File: src/rtl/lazy_range_add_range_sum_tree_assert.svh
// Assertion macros shared by the lazy range-add range-sum tree RTL.
`ifndef LAZY_RANGE_ADD_RANGE_SUM_TREE_ASSERT_SVH
`define LAZY_RANGE_ADD_RANGE_SUM_TREE_ASSERT_SVH

// Same-cycle implication, disabled in reset.
`define LRST_ASSERT_NOW(lbl, clk, rst, ante, cons) \
   lbl: assert property (@(posedge clk) disable iff (rst) (ante) |-> (cons)) \
      else $error("lrst assertion failed");

// Next-cycle implication, disabled in reset.
`define LRST_ASSERT_NXT(lbl, clk, rst, ante, cons) \
   lbl: assert property (@(posedge clk) disable iff (rst) (ante) |=> (cons)) \
      else $error("lrst assertion failed");

`endif

File: src/rtl/lrst_pkg.sv
// Types and constants of the lazy range-add range-sum tree.
`timescale 1ns / 1ps
package lrst_pkg;
   localparam int LEAVES     = 1024;
   localparam int LEAVES_LOG = $clog2(LEAVES);
   localparam int NODES      = 2 * LEAVES;
   localparam int NODE_W     = LEAVES_LOG + 1;
   localparam int IDX_W      = 11;
   localparam int DEPTH_W    = $clog2(LEAVES_LOG + 1);
   localparam int DATA_W     = 32;

   typedef enum logic [2:0] {
      OP_CLEAR = 3'd0,
      OP_WRITE = 3'd1,
      OP_BUILD = 3'd2,
      OP_ADD   = 3'd3,
      OP_SUM   = 3'd4
   } op_type;

   typedef struct packed {
      op_type             op;
      logic [IDX_W-1:0]   lo;
      logic [IDX_W-1:0]   hi;
      logic [DATA_W-1:0]  value;
   } item_type;

   typedef enum logic [3:0] {
      ST_CLEAR,
      ST_IDLE,
      ST_VISIT,
      ST_NODE,
      ST_CH0,
      ST_CH1,
      ST_DECIDE,
      ST_UP,
      ST_RA,
      ST_RB,
      ST_RC,
      ST_DONE
   } state_type;
endpackage

File: src/rtl/lrst_front.sv
// Front end: accepts words, drops no-op codes, queues work for the back end.
`timescale 1ns / 1ps
`include "lazy_range_add_range_sum_tree_assert.svh"
module lrst_front (
   input  logic                           clock,
   input  logic                           reset,
   input  logic                           init_done,
   input  logic                           req_valid,
   output logic                           req_ready,
   input  logic [2:0]                     req_operation,
   input  logic [lrst_pkg::IDX_W-1:0]     req_index_lo,
   input  logic [lrst_pkg::IDX_W-1:0]     req_index_hi,
   input  logic signed [lrst_pkg::DATA_W-1:0] req_value,
   output logic                           item_valid,
   input  logic                           item_ready,
   output lrst_pkg::item_type             item
);
   lrst_pkg::item_type q_ff [2];
   logic       wr_ptr_ff, wr_ptr_in;
   logic       rd_ptr_ff, rd_ptr_in;
   logic [1:0] count_ff, count_in;
   logic       legal, push, pop;
   lrst_pkg::item_type new_item;

   // classify: unused codes and out-of-range leaf writes do nothing
   always_comb begin
      unique case (req_operation)
         lrst_pkg::OP_CLEAR, lrst_pkg::OP_BUILD,
         lrst_pkg::OP_ADD, lrst_pkg::OP_SUM: legal = 1'b1;
         lrst_pkg::OP_WRITE: legal = (req_index_lo < lrst_pkg::IDX_W'(lrst_pkg::LEAVES));
         default: legal = 1'b0;
      endcase
      new_item.op    = lrst_pkg::op_type'(req_operation);
      new_item.lo    = req_index_lo;
      new_item.hi    = req_index_hi;
      new_item.value = req_value;
   end

   assign req_ready  = init_done && (count_ff != 2'd2);
   assign push       = req_valid && req_ready && legal;
   assign item_valid = (count_ff != 2'd0);
   assign pop        = item_valid && item_ready;
   assign item       = q_ff[rd_ptr_ff];

   // queue pointers
   always_comb begin
      wr_ptr_in = wr_ptr_ff ^ push;
      rd_ptr_in = rd_ptr_ff ^ pop;
      count_in  = count_ff + 2'(push) - 2'(pop);
   end

   always_ff @(posedge clock) begin
      if (reset) begin
         wr_ptr_ff <= 1'b0;
         rd_ptr_ff <= 1'b0;
         count_ff  <= 2'd0;
      end else begin
         wr_ptr_ff <= wr_ptr_in;
         rd_ptr_ff <= rd_ptr_in;
         count_ff  <= count_in;
      end
   end

   always_ff @(posedge clock) begin
      if (push) begin
         q_ff[wr_ptr_ff] <= new_item;
      end
   end

   `LRST_ASSERT_NOW(a_no_take_before_init, clock, reset, !init_done, !req_ready)
endmodule

File: config.mk
export PLATFORM = sky130hd
export DESIGN_NAME = lrst_front
export DESIGN_NICKNAME = d
export VERILOG_FILES = /design/src/rtl/lrst_pkg.sv /design/src/rtl/lrst_front.sv
export VERILOG_INCLUDE_DIRS = /design/src /design/src/rtl
export SDC_FILE = /design/constraint.sdc
export NUM_CORES = 1
export LEC_CHECK = 0
export BUFFER_PORTS_ARGS = -buffer_cell sky130_fd_sc_hd__buf_2
export CAP_MARGIN = 10
export CORE_ASPECT_RATIO = 0.5
export CORE_UTILIZATION = 52
export DETAILED_ROUTE_END_ITERATION = 7
export GPL_TIMING_DRIVEN = 0
export PLACE_DENSITY = 0.79
export SYNTH_ARGS = -nofsm -noshare
export SYNTH_HDL_FRONTEND = slang
export SYNTH_SLANG_ARGS = --single-unit
File: constraint.sdc
create_clock -name clock -period 3.57 [get_ports clock]
set_input_delay 0.8925 -clock clock [delete_from_list [all_inputs] [get_ports clock]]
set_output_delay 0.8925 -clock clock [all_outputs]
set_load 0.02 [all_outputs]
== After elaboration in Yosys (flattened, before gate mapping) ==
Memory sizes are Yosys's and may differ from the RTL's. A register that Yosys moved wholly into a read port is not among the register bits.
Index checks and enable logic that the tools add are counted.
Word-level totals
  bits in registers: 4
  memory bits (writable): 114
  input bits: 62
  output and inout bits: 59
  logic and storage cells: 25
  memories kept: 1
Memories
  q_ff: words 2, width 57, rd ports 1, clocked after Yosys merged registers in 1, write ports 1, line lrst_front.sv:18  | lrst_pkg::item_type q_ff [2];
Cells by class
  add/subtract/negate cells: 2
  magnitude comparators: 1
  equal/unequal tests: 5
  mux-type cells: 4
  bitwise operators: 2
  reductions and logical operators: 7
Operator list (count)
  < comparator 11 bit (second input constant): 1
  equality test 3 x 2 -> 1 bit (second input constant): 2
  logical AND 1 bit: 4
  OR reduction 4 bit: 1
  equality test 3 x 1 -> 1 bit (second input constant): 1
  equality test 3 bit (second input constant): 1
  zero test 3 bit: 1
  2-to-1 mux 1 bit: 3
  adder 2 x 1 -> 2 bit: 1
  != test 2 bit (second input constant): 1
  case mux 1 bit (2 select lines): 1
  nonzero test 2 bit: 1
  subtractor 2 x 1 -> 2 bit: 1
  bitwise XOR 1 bit: 2

== Logic depth before layout (Yosys ltp) ==
Gate-level depths: netlist (run 1).
  word-level depth: 6
  depth in mapped cells: 9

== Least setup slack after synthesis (run 1) ==
Ideal clock, no wire load.
  path type: in2reg
  start point: input port init_done
  end point: memory q_ff[1][0] (netlist name) (enable)
  library setup time: 0.421 ns
  arrival time: 3.190 ns
  slack: -0.041 ns
  stages on the path: 3
  path buffers: 0
  path through: a21boi_0 -> o211a_1 -> ha_1
Between the ends
  word-level cells in the longest chain between the ends: 5
RTL lines
  start, declared: line lrst_front.sv:7  | input logic init_done,
  logical AND 1 bit: line lrst_front.sv:39  | assign req_ready = init_done && (count_ff != 2'd2);
  logical AND 1 bit (2 in series): line lrst_front.sv:40  | assign push = req_valid && req_ready && legal;
  2-to-1 mux 1 bit: line lrst_front.sv:65  | if (push) begin
  2-to-1 mux 1 bit (implied by the code): line lrst_front.sv:66  | q_ff[wr_ptr_ff] <= new_item;
  end, declared: line lrst_front.sv:18
Every way passes these cells.

==> results.sh, run 1 <==
export IMPL_antenna_found_initial=0
export IMPL_min_from="count_ff[1]"
export IMPL_power_mw=4.50
export IMPL_synthToLayoutAreaGrowth_pct=33.3
export IMPL_drv_cap=0
export IMPL_start_kind="flip-flop"
export IMPL_fin_crit_sh_pct=71.4
export IMPL_fillers=500
export IMPL_final_common_cell="buf_2"
export IMPL_rr_startpoint="count_ff[0]"
export IMPL_post_route_min_period_ns=2.55
export IMPL_antenna_cells=0
export IMPL_multi_input_area_um2=866
export IMPL_slew_violations=0
export IMPL_yosys_top_cells_area="edfxtp_1, mux2_2, mux2_4"
export IMPL_grt_pass1_vias=2375
export IMPL_nets=411
export IMPL_hp_class="flip-flop to flip-flop"
export IMPL_rsz0062_at_grt="false"
export IMPL_core_area_um2=8120
export IMPL_regToRegEndpoint="q_ff[0][35]"
export IMPL_rows=23
export IMPL_worstPathRequired_ns=2.68
export IMPL_drive_above_1_share_pct=61.2
export IMPL_startpoint="rd_ptr_ff"
export IMPL_ant_nets=0
export IMPL_reg2reg_depth=5
export IMPL_yosys_area_top_type="edfxtp_1"
export IMPL_routed_wl_um=7640
export IMPL_setup_viol=0
export IMPL_endpoint_kind="output pin"
export IMPL_drt_first_pass_iters=4
export IMPL_synth_area_per_cell_um2=21.7
export IMPL_port_buffers=120
export IMPL_endpoint="item[44]"
export IMPL_wl_per_cell_um=16.3
export IMPL_postCtsHoldBufs=0
export IMPL_cts_buffers=17
export IMPL_dieArea_um2=8920
export IMPL_finalHoldViolCount=0
export IMPL_cts_sinks=118
export IMPL_cts_clk_slew_worst_paths_ns=0.05
export IMPL_drt_iter0_markers=91
export IMPL_syn_nets=270
export IMPL_tns_ns=0
export IMPL_vdd_drop_max_v=0.000400
export IMPL_cts_resized=0
export IMPL_grtUsageTotal_pct=18.1
export IMPL_htreeDepth=4
export IMPL_cts_tree="built"
export IMPL_yosysTopAreaCellShare_pct=77.3
export IMPL_worstMarginPinSlew_ns=0.624
export IMPL_seq_area_um2=3500
export IMPL_synth_cells=204
export IMPL_p_per_area_nw_per_um2=762
export IMPL_insertion_delay_ns=0.40
export IMPL_relSlewSlack_pct=58.4
export IMPL_synth_seq_area_share_pct=79.1
export IMPL_postCtsSetupBuffers=0
export IMPL_outcome="finished clean"
export IMPL_start_util_pct=54.6
export IMPL_via_per_inst=4.92
export IMPL_drcViolationCount=0
export IMPL_ys_warn_count=0
export IMPL_r2r_slack_ns=1.40
export IMPL_grt_max_degree=36
export IMPL_whs_ns=0.532
export IMPL_critPathArrivalTime_ns=1.66
export IMPL_yosysUniqueCellTypes=21
export IMPL_place_gp_congestion=0.696
export IMPL_cts_buffer_depth=2
export IMPL_p_leak_nw=2.29
export IMPL_crit_fanout=10
export IMPL_dp_slack_ns=0.812
export IMPL_vias=2314
export IMPL_grt_pass1_wl_um=11500
export IMPL_dp_hpwl_um=5030
export IMPL_chipWidth_um=133
export IMPL_cts_root_buf="clkbuf_16"
export IMPL_layout_setup_ws_ns=1.02
export IMPL_fin_worst_skew_ns=0.00914
export IMPL_final_cell_mix="buf_2, edfxtp_1, mux2_2, mux2_4, clkbuf_16"
export IMPL_ys_seq_elements=118
export IMPL_fp_dieH_um=67.3
export IMPL_critical_path_class="flip-flop to output pin"
export IMPL_fmax_mhz=392
export IMPL_synthesis_area_um2=4430
export IMPL_grt_overflow_total=0
export IMPL_io_pins=121
kinds of logic (layout without fill, tap and decap cells):
family	count (synthesis)	after routing	share of synthesized area [%]
AOI/OAI and AO/OA	5	5	0.847
buffers and inverters	10	164	1.50
and+or+nand+nor	8	8	0.876
xor gates and xnor gates	2	2	0.395
DFF	118	118	79.1
adders and majority gates	4	4	1.13
muxes	57	57	16.2
sequential cells by signal (all words and copies together), names as in the netlist:
name and cells:
q_ff 114, count_ff 2, rd_ptr_ff 1, wr_ptr_ff 1
how the worst min path moves through the flow:
stage                  endpoint  slack (ns)  cells after the start
finish              count_ff[1]        0.53                      2
global route        count_ff[1]        0.56                      2
CTS                 count_ff[1]        0.54                      2
detailed placement  count_ff[1]        0.53                      2
global placement    count_ff[1]        0.51                      2
floorplan           count_ff[1]        0.50                      2
power breakdown:
part / switching (mW) / leakage, nW / internal (mW)
logic: 0.507 / 0.892 / 0.428
clock network: 0.573 / 0.326 / 1.37
registers: 0.0276 / 1.07 / 1.60
worst max-delay path, cell delays in order (launching register included):
cell and delay [ns]:
dfxtp_1 0.40, buf_6 0.18, buf_6 0.20, mux2_4 0.32, buf_2 0.16
synthesized netlist by cell type:
| library cell | count |
|---|---|
| a21boi_0 | 1 |
| a21oi_1 | 1 |
| and2_1 | 1 |
| buf_2 | 2 |
| buf_4 | 1 |
| buf_6 | 3 |
| dfxtp_1 | 4 |
| edfxtp_1 | 114 |
| ha_1 | 4 |
| inv_1 | 4 |
| mux2_2 | 37 |
| mux2_4 | 20 |
| nor2_1 | 4 |
| nor2b_1 | 1 |
| nor3_1 | 1 |
| o211a_1 | 1 |
| o211ai_1 | 1 |
| o21a_1 | 1 |
| or2_2 | 1 |
| xnor2_1 | 1 |
| xor2_1 | 1 |
per-layer routing:
metal / share of wire, % / global-route usage [%] / vias up
li1: - / - / 1090
met1: 40 / 18.6 / 1140
met2: 53 / 33.8 / 70
met3: 4.5 / 6.31 / 14
met4: 2.0 / 9.77 / 0
met5: 0 / 0 / -
cell type report:
cell class              instances  share of cell area (%)
multi-input cells              76                    14.7
plain buffers                   6                   0.868
inverters                       4                   0.254
clock buffers                  21                    7.96
repair buffers                122                    10.8
clock inverters                11                    3.73
flip-flops and latches        118                    59.3
well taps                     112                    2.37
per-stage QoR:
| step | cell area, um2 | instances | util, % |
|---|---|---|---|
| after floorplan | 4430 | 204 | - |
| after global placement | 5170 | 436 | 63.7 |
| after detailed placement | 5220 | 438 | 64.3 |
| after CTS | 5910 | 470 | 72.8 |
| after global routing | 5910 | 470 | 72.8 |
| final | 5910 | 470 | 72.8 |
Note: power is estimated with default switching activity, not from simulation.
==> run 2: changes to the inputs <==
--- a/config.mk
+++ b/config.mk
@@ -9,10 +9,10 @@
 export BUFFER_PORTS_ARGS = -buffer_cell sky130_fd_sc_hd__buf_2
 export CAP_MARGIN = 10
 export CORE_ASPECT_RATIO = 0.5
-export CORE_UTILIZATION = 52
+export CORE_UTILIZATION = 47
 export DETAILED_ROUTE_END_ITERATION = 7
 export GPL_TIMING_DRIVEN = 0
-export PLACE_DENSITY = 0.79
+export PLACE_DENSITY = 0.76
 export SYNTH_ARGS = -nofsm -noshare
 export SYNTH_HDL_FRONTEND = slang
 export SYNTH_SLANG_ARGS = --single-unit
==> constraint.sdc (replaced) <==
create_clock -name clock -period 2.15 [get_ports clock]
set_input_delay 0.5375 -clock clock [delete_from_list [all_inputs] [get_ports clock]]
set_output_delay 0.5375 -clock clock [all_outputs]
set_load 0.02 [all_outputs]
==> run 2 against run 1 <==
Count of clock-buffer cells in the layout fell by 2. Final area decreased by 3.1%. Hold slack lost 0.20 ns. Via count fell by 0.39%. Clock skew fell by 0.00060 ns. Non-clock buffer count fell by 2. Sequential power up 66%. Sequential share of layout area up 1.9 points. Critical path type unchanged.
==> results.sh, run 2 (same netlist as run 1, synthesis figures left out) <==
export IMPL_fin_crit_sh_pct=96.7
export IMPL_top_regs="q_ff: 114 flops, count_ff: 2 flops"
export IMPL_core_area_um2=8920
export IMPL_outcome="finished clean"
export IMPL_cts_buffer_depth=2
export IMPL_swShare_pct=26.2
export IMPL_finalHoldViolCount=0
export IMPL_cts_clk_slew_worst_paths_ns=0.05
export IMPL_rows=24
export IMPL_power_mw=6.69
export IMPL_drcViolationCount=0
export IMPL_largest_register_ffs=114
export IMPL_p_per_area_nw_per_um2=1170
export IMPL_drt_first_pass_iters=4
export IMPL_wl_per_cell_um=16.8
export IMPL_clkPwrFrac_pct=35.6
export IMPL_dp_hpwl_um=5210
export IMPL_seqPwrFrac_pct=40.6
export IMPL_wl_met2_um=4370
export IMPL_vias=2305
export IMPL_antenna_found_initial=0
export IMPL_met3_length_um=296
export IMPL_drt_iter0_markers=122
export IMPL_maxUsedRoutingLayer="met4"
export IMPL_relSlewSlack_pct=45.3
export IMPL_worstMarginPinSlew_ns=0.821
export IMPL_crit_chain="buf_8 > buf_12 > mux2_4 > buf_2"
export IMPL_htreeDepth=4
export IMPL_grt_max_degree=58
export IMPL_via_per_inst=4.91
export IMPL_start_kind="flip-flop"
export IMPL_wl_met1_um=3080
export IMPL_port_buffers=120
export IMPL_place_gp_congestion=0.689
export IMPL_switchingPower_mw=1.75
export IMPL_power_internal_mw=4.93
export IMPL_combPwrFrac_pct=23.9
export IMPL_antenna_cells=0
export IMPL_fin_worst_skew_ns=0.00854
export IMPL_crit_fanout=10
export IMPL_final_cell_mix="buf_2, edfxtp_1, mux2_2, mux2_4, clkbuf_16"
export IMPL_io_pins=121
export IMPL_postCtsHoldBufs=0
export IMPL_slew_violations=0
export IMPL_cts_sinks=118
export IMPL_critical_path_class="flip-flop to output pin"
export IMPL_fp_dieH_um=70.7
export IMPL_r2r_slack_ns=0.15
export IMPL_drive_above_1_share_pct=59.7
export IMPL_regToRegEndpoint="q_ff[1][29]"
export IMPL_drv_cap=0
export IMPL_rsz0062_at_grt="true"
export IMPL_chipWidth_um=139
export IMPL_endpoint_kind="output pin"
export IMPL_worstPathRequired_ns=1.61
export IMPL_insertion_delay_ns=0.39
export IMPL_rr_startpoint="count_ff[0]"
export IMPL_routed_wl_um=7860
export IMPL_grt_pass1_wl_um=12100
export IMPL_cts_tree="built"
export IMPL_whs_ns=0.334
export IMPL_largest_register="q_ff"
export IMPL_vdd_drop_max_v=0.000692
export IMPL_cts_buffers=17
export IMPL_reg2reg_depth=4
export IMPL_tns_ns=0
export IMPL_setup_viol=0
export IMPL_final_common_cell="buf_2"
export IMPL_grtUsageTotal_pct=16.8
export IMPL_slowest_stage="dfxtp_2"
export IMPL_nets=409
export IMPL_p_leak_nw=2.20
export IMPL_cts_root_buf="clkbuf_16"
export IMPL_synthToLayoutAreaGrowth_pct=29.3
export IMPL_fmax_mhz=481
export IMPL_dieArea_um2=9840
export IMPL_startpoint="rd_ptr_ff"
export IMPL_hp_class="input port to flip-flop"
export IMPL_fin_util_pct=64.2
export IMPL_grt_overflow_total=0
export IMPL_crit_path_max_incr_delay_ns=0.36
export IMPL_post_route_min_period_ns=2.08
export IMPL_layout_setup_ws_ns=0.0711
export IMPL_ant_nets=0
export IMPL_critPathArrivalTime_ns=1.54
export IMPL_dp_slack_ns=-0.175
export IMPL_grt_pass1_vias=2537
export IMPL_endpoint="item[40]"
export IMPL_start_util_pct=49.7
## run 2: cell count changes in the layout (fill, tap and decap cells not counted), sizes merged
| cell | previous run | this run |
|---|---|---|
| clkbuf | 21 | 19 |
| clkinv | 2 | 8 |
| bufinv | 6 | 1 |
| buf | 128 | 126 |
| clkinvlp | 3 | 0 |
## run 2: worst min path at each step
| stage | end | slack, ns | depth (start not counted) | start |
|---|---|---|---|---|
| floorplan | count_ff[1] | 0.51 | 2 | count_ff[1] |
| global placement | count_ff[1] | 0.53 | 2 | count_ff[1] |
| detailed placement | count_ff[1] | 0.56 | 2 | count_ff[1] |
| CTS | q_ff[1][52] | 0.32 | 1 | req_index_lo[9] |
| global route | q_ff[1][52] | 0.31 | 1 | req_index_lo[9] |
| finish | q_ff[1][52] | 0.33 | 1 | req_index_lo[9] |
## run 2: area by class of cell
cell class	instances	area [um2]
Buffer	6	72.6
Timing Repair Buffer	120	601
Multi-Input combinational cell	76	890
Fill cell	643	3190
Clock buffer	19	433
Tap cell	117	146
Clock inverter	9	65.1
Inverter	4	15.0
Sequential cell	118	3500
## run 2: power groups by stage
stage          Clock (mW)  Combinational [mW]  Sequential (mW)
2_1_floorplan           0                1.14             2.74
3_3_place_gp            0                1.54             2.74
3_5_place_dp            0                1.57             2.75
4_1_cts              2.43                1.59             2.71
5_1_grt              2.53                1.69             2.72
6_report             2.38                1.60             2.71
## run 2: layer usage
layer	up-vias	GRT usage (%)
met2	61	31.0
li1	1074	-
met1	1156	17.5
met5	-	0
met3	14	5.69
met4	0	7.65
## run 2: through the flow
| step | cell area [um2] | instances |
|---|---|---|
| floorplan | 4460 | 204 |
| global placement | 5210 | 441 |
| detailed placement | 5210 | 441 |
| CTS | 5710 | 469 |
| global route | 5730 | 469 |
| finish | 5730 | 469 |
## run 2: worst max-delay path, delay by kind of cell (launching register included)
kind                   cells  cell delay [ns]
multiplexers               1             0.31
buffers and inverters      3             0.47
flip-flops                 1             0.36
## run 2: repair_timing
item / 4_1_cts / 5_1_grt
resized for setup: 3 / 3
endpoints found under the setup margin: 28 / 22
buffers inserted: 0 / 0
==> run 3: changes to the inputs <==
--- a/config.mk
+++ b/config.mk
@@ -9,10 +9,11 @@
 export BUFFER_PORTS_ARGS = -buffer_cell sky130_fd_sc_hd__buf_2
 export CAP_MARGIN = 10
 export CORE_ASPECT_RATIO = 0.5
-export CORE_UTILIZATION = 47
+export CORE_UTILIZATION = 49
+export CTS_BUF_LIST = sky130_fd_sc_hd__clkbuf_8
 export DETAILED_ROUTE_END_ITERATION = 7
 export GPL_TIMING_DRIVEN = 0
-export PLACE_DENSITY = 0.76
+export PLACE_DENSITY = 0.78
 export SYNTH_ARGS = -nofsm -noshare
 export SYNTH_HDL_FRONTEND = slang
 export SYNTH_SLANG_ARGS = --single-unit
==> run 3 against run 2 <==
Clock power fell by 19%. Maximum frequency rose by 0.68%. Critical path type unchanged. Critical endpoint is now item[44]. Die area decreased by 4.0%. First-iteration DRC count grew 0.82%. Total power down 5.7%. Non-clock buffer count rose by 5. Final area is 0.70% lower. Via count is 1.3% higher. Global-route usage rose by 1.0 points. Largest power group unchanged. Register-to-register slack gained 0.04 ns. Critical path depth unchanged. Sequential power barely moved.
==> results.sh, run 3 (same netlist as run 1, synthesis figures left out) <==
export IMPL_final_common_cell="buf_2"
export IMPL_grt_pass1_wl_um=12100
export IMPL_drt_iter0_markers=123
export IMPL_p_leak_nw=2.18
export IMPL_drt_first_pass_iters=4
export IMPL_top_regs="q_ff: 114 flops, count_ff: 2 flops"
export IMPL_cts_tree="built"
export IMPL_fin_crit_sh_pct=96.0
export IMPL_postCtsHoldBufs=0
export IMPL_finalHoldViolCount=0
export IMPL_routed_wl_um=7710
export IMPL_cts_clk_slew_worst_paths_ns=0.07
export IMPL_power_mw=6.31
export IMPL_antenna_cells=0
export IMPL_slew_violations=0
export IMPL_io_pins=121
export IMPL_port_buffers=120
export IMPL_design_area_um2=5690
export IMPL_drive_above_1_share_pct=61.0
export IMPL_fmax_mhz=484
export IMPL_grt_overflow_total=0
export IMPL_fin_worst_skew_ns=0.00597
export IMPL_rows=24
export IMPL_tns_ns=0
export IMPL_dieArea_um2=9450
export IMPL_postPlaceCellArea_um2=5210
export IMPL_layout_setup_ws_ns=0.0852
export IMPL_worstMarginPinSlew_ns=0.469
export IMPL_antenna_found_initial=0
export IMPL_core_area_um2=8740
export IMPL_drcViolationCount=0
export IMPL_fillers=631
export IMPL_cts_buffers=17
export IMPL_relSlewSlack_pct=68.7
export IMPL_drv_cap=0
export IMPL_largest_register="q_ff"
export IMPL_chipWidth_um=136
export IMPL_post_route_min_period_ns=2.06
export IMPL_ant_nets=0
export IMPL_outcome="finished clean"
export IMPL_grtUsageTotal_pct=17.8
export IMPL_place_gp_congestion=0.772
export IMPL_cts_sinks=118
export IMPL_synthToLayoutAreaGrowth_pct=28.4
export IMPL_crit_fanout=10
export IMPL_final_cell_mix="buf_2, edfxtp_1, mux2_2, mux2_4, clkbuf_8"
export IMPL_critPathArrivalTime_ns=1.53
export IMPL_vias=2335
export IMPL_grt_max_degree=58
export IMPL_wl_per_cell_um=16.2
export IMPL_p_per_area_nw_per_um2=1110
export IMPL_cts_buffer_depth=2
export IMPL_dp_slack_ns=-0.168
export IMPL_largest_register_ffs=114
export IMPL_htreeDepth=4
export IMPL_start_util_pct=50.7
export IMPL_setup_viol=0
export IMPL_hp_class="input port to flip-flop"
export IMPL_via_per_inst=4.91
export IMPL_start_kind="flip-flop"
export IMPL_cts_root_buf="clkbuf_8"
export IMPL_dp_hpwl_um=4990
export IMPL_worstPathRequired_ns=1.61
export IMPL_vdd_drop_max_v=0.000654
export IMPL_critical_path_class="flip-flop to output pin"
export IMPL_insertion_delay_ns=0.41
export IMPL_fp_dieH_um=69.2
export IMPL_endpoint_kind="output pin"
export IMPL_grt_pass1_vias=2543
export IMPL_nets=414
-- run 3: what timing repair did --
action                     4_1_cts  5_1_grt
setup endpoints to repair       40      107
gates resized for setup          3        6
pin swaps                        0        2
buffers inserted                 0        5
-- run 3: layout make-up --
type                       instances  area (um2)  share of cell area [%]
tap                              117         146                    2.57
inverter                           4        15.0                   0.264
sequential                       118        3510                    61.7
timing repair buffer             125         676                    11.9
clock buffer                      17         234                    4.11
clock inverter                    13         141                    2.49
buffer                             6        77.6                    1.36
multi-input combinational         76         890                    15.6
-- run 3: final timing paths --
check                                    from          end  slack (ns)  cells after the start
worst max-delay path                rd_ptr_ff     item[44]        0.09                      4
worst min-delay path            req_value[21]  q_ff[0][21]        0.31                      1
worst max register to register    count_ff[0]   q_ff[0][1]        0.19                      5
worst min register to register    count_ff[1]  count_ff[1]        0.56                      2
-- run 3: worst max-delay path, stage by stage, from the launching register on --
cell     delay [ns]
dfxtp_4        0.37
buf_8          0.14
buf_12         0.15
mux2_4         0.30
buf_2          0.16
-- run 3: layer usage --
| layer | GRT usage [%] | wire length (um) | part of all wire (%) |
|---|---|---|---|
| met1 | 19.3 | 3100 | 40 |
| met2 | 31.3 | 4230 | 55 |
| met3 | 5.70 | 341 | 4.4 |
| met4 | 8.89 | 38 | 0.49 |
| met5 | 0 | 0 | 0 |
-- run 3: per-stage QoR --
stage               util, %  instances  hold slack, ns
floorplan                 -        204           0.511
global placement       59.6        441           0.527
detailed placement     59.6        441           0.542
CTS                    64.0        471           0.282
global route           65.1        476           0.277
finish                 65.1        476           0.312
-- run 3: power by group --
group / internal, mW / switching (mW)
logic: 0.801 / 0.872
registers: 2.66 / 0.0507
clock network: 1.11 / 0.820
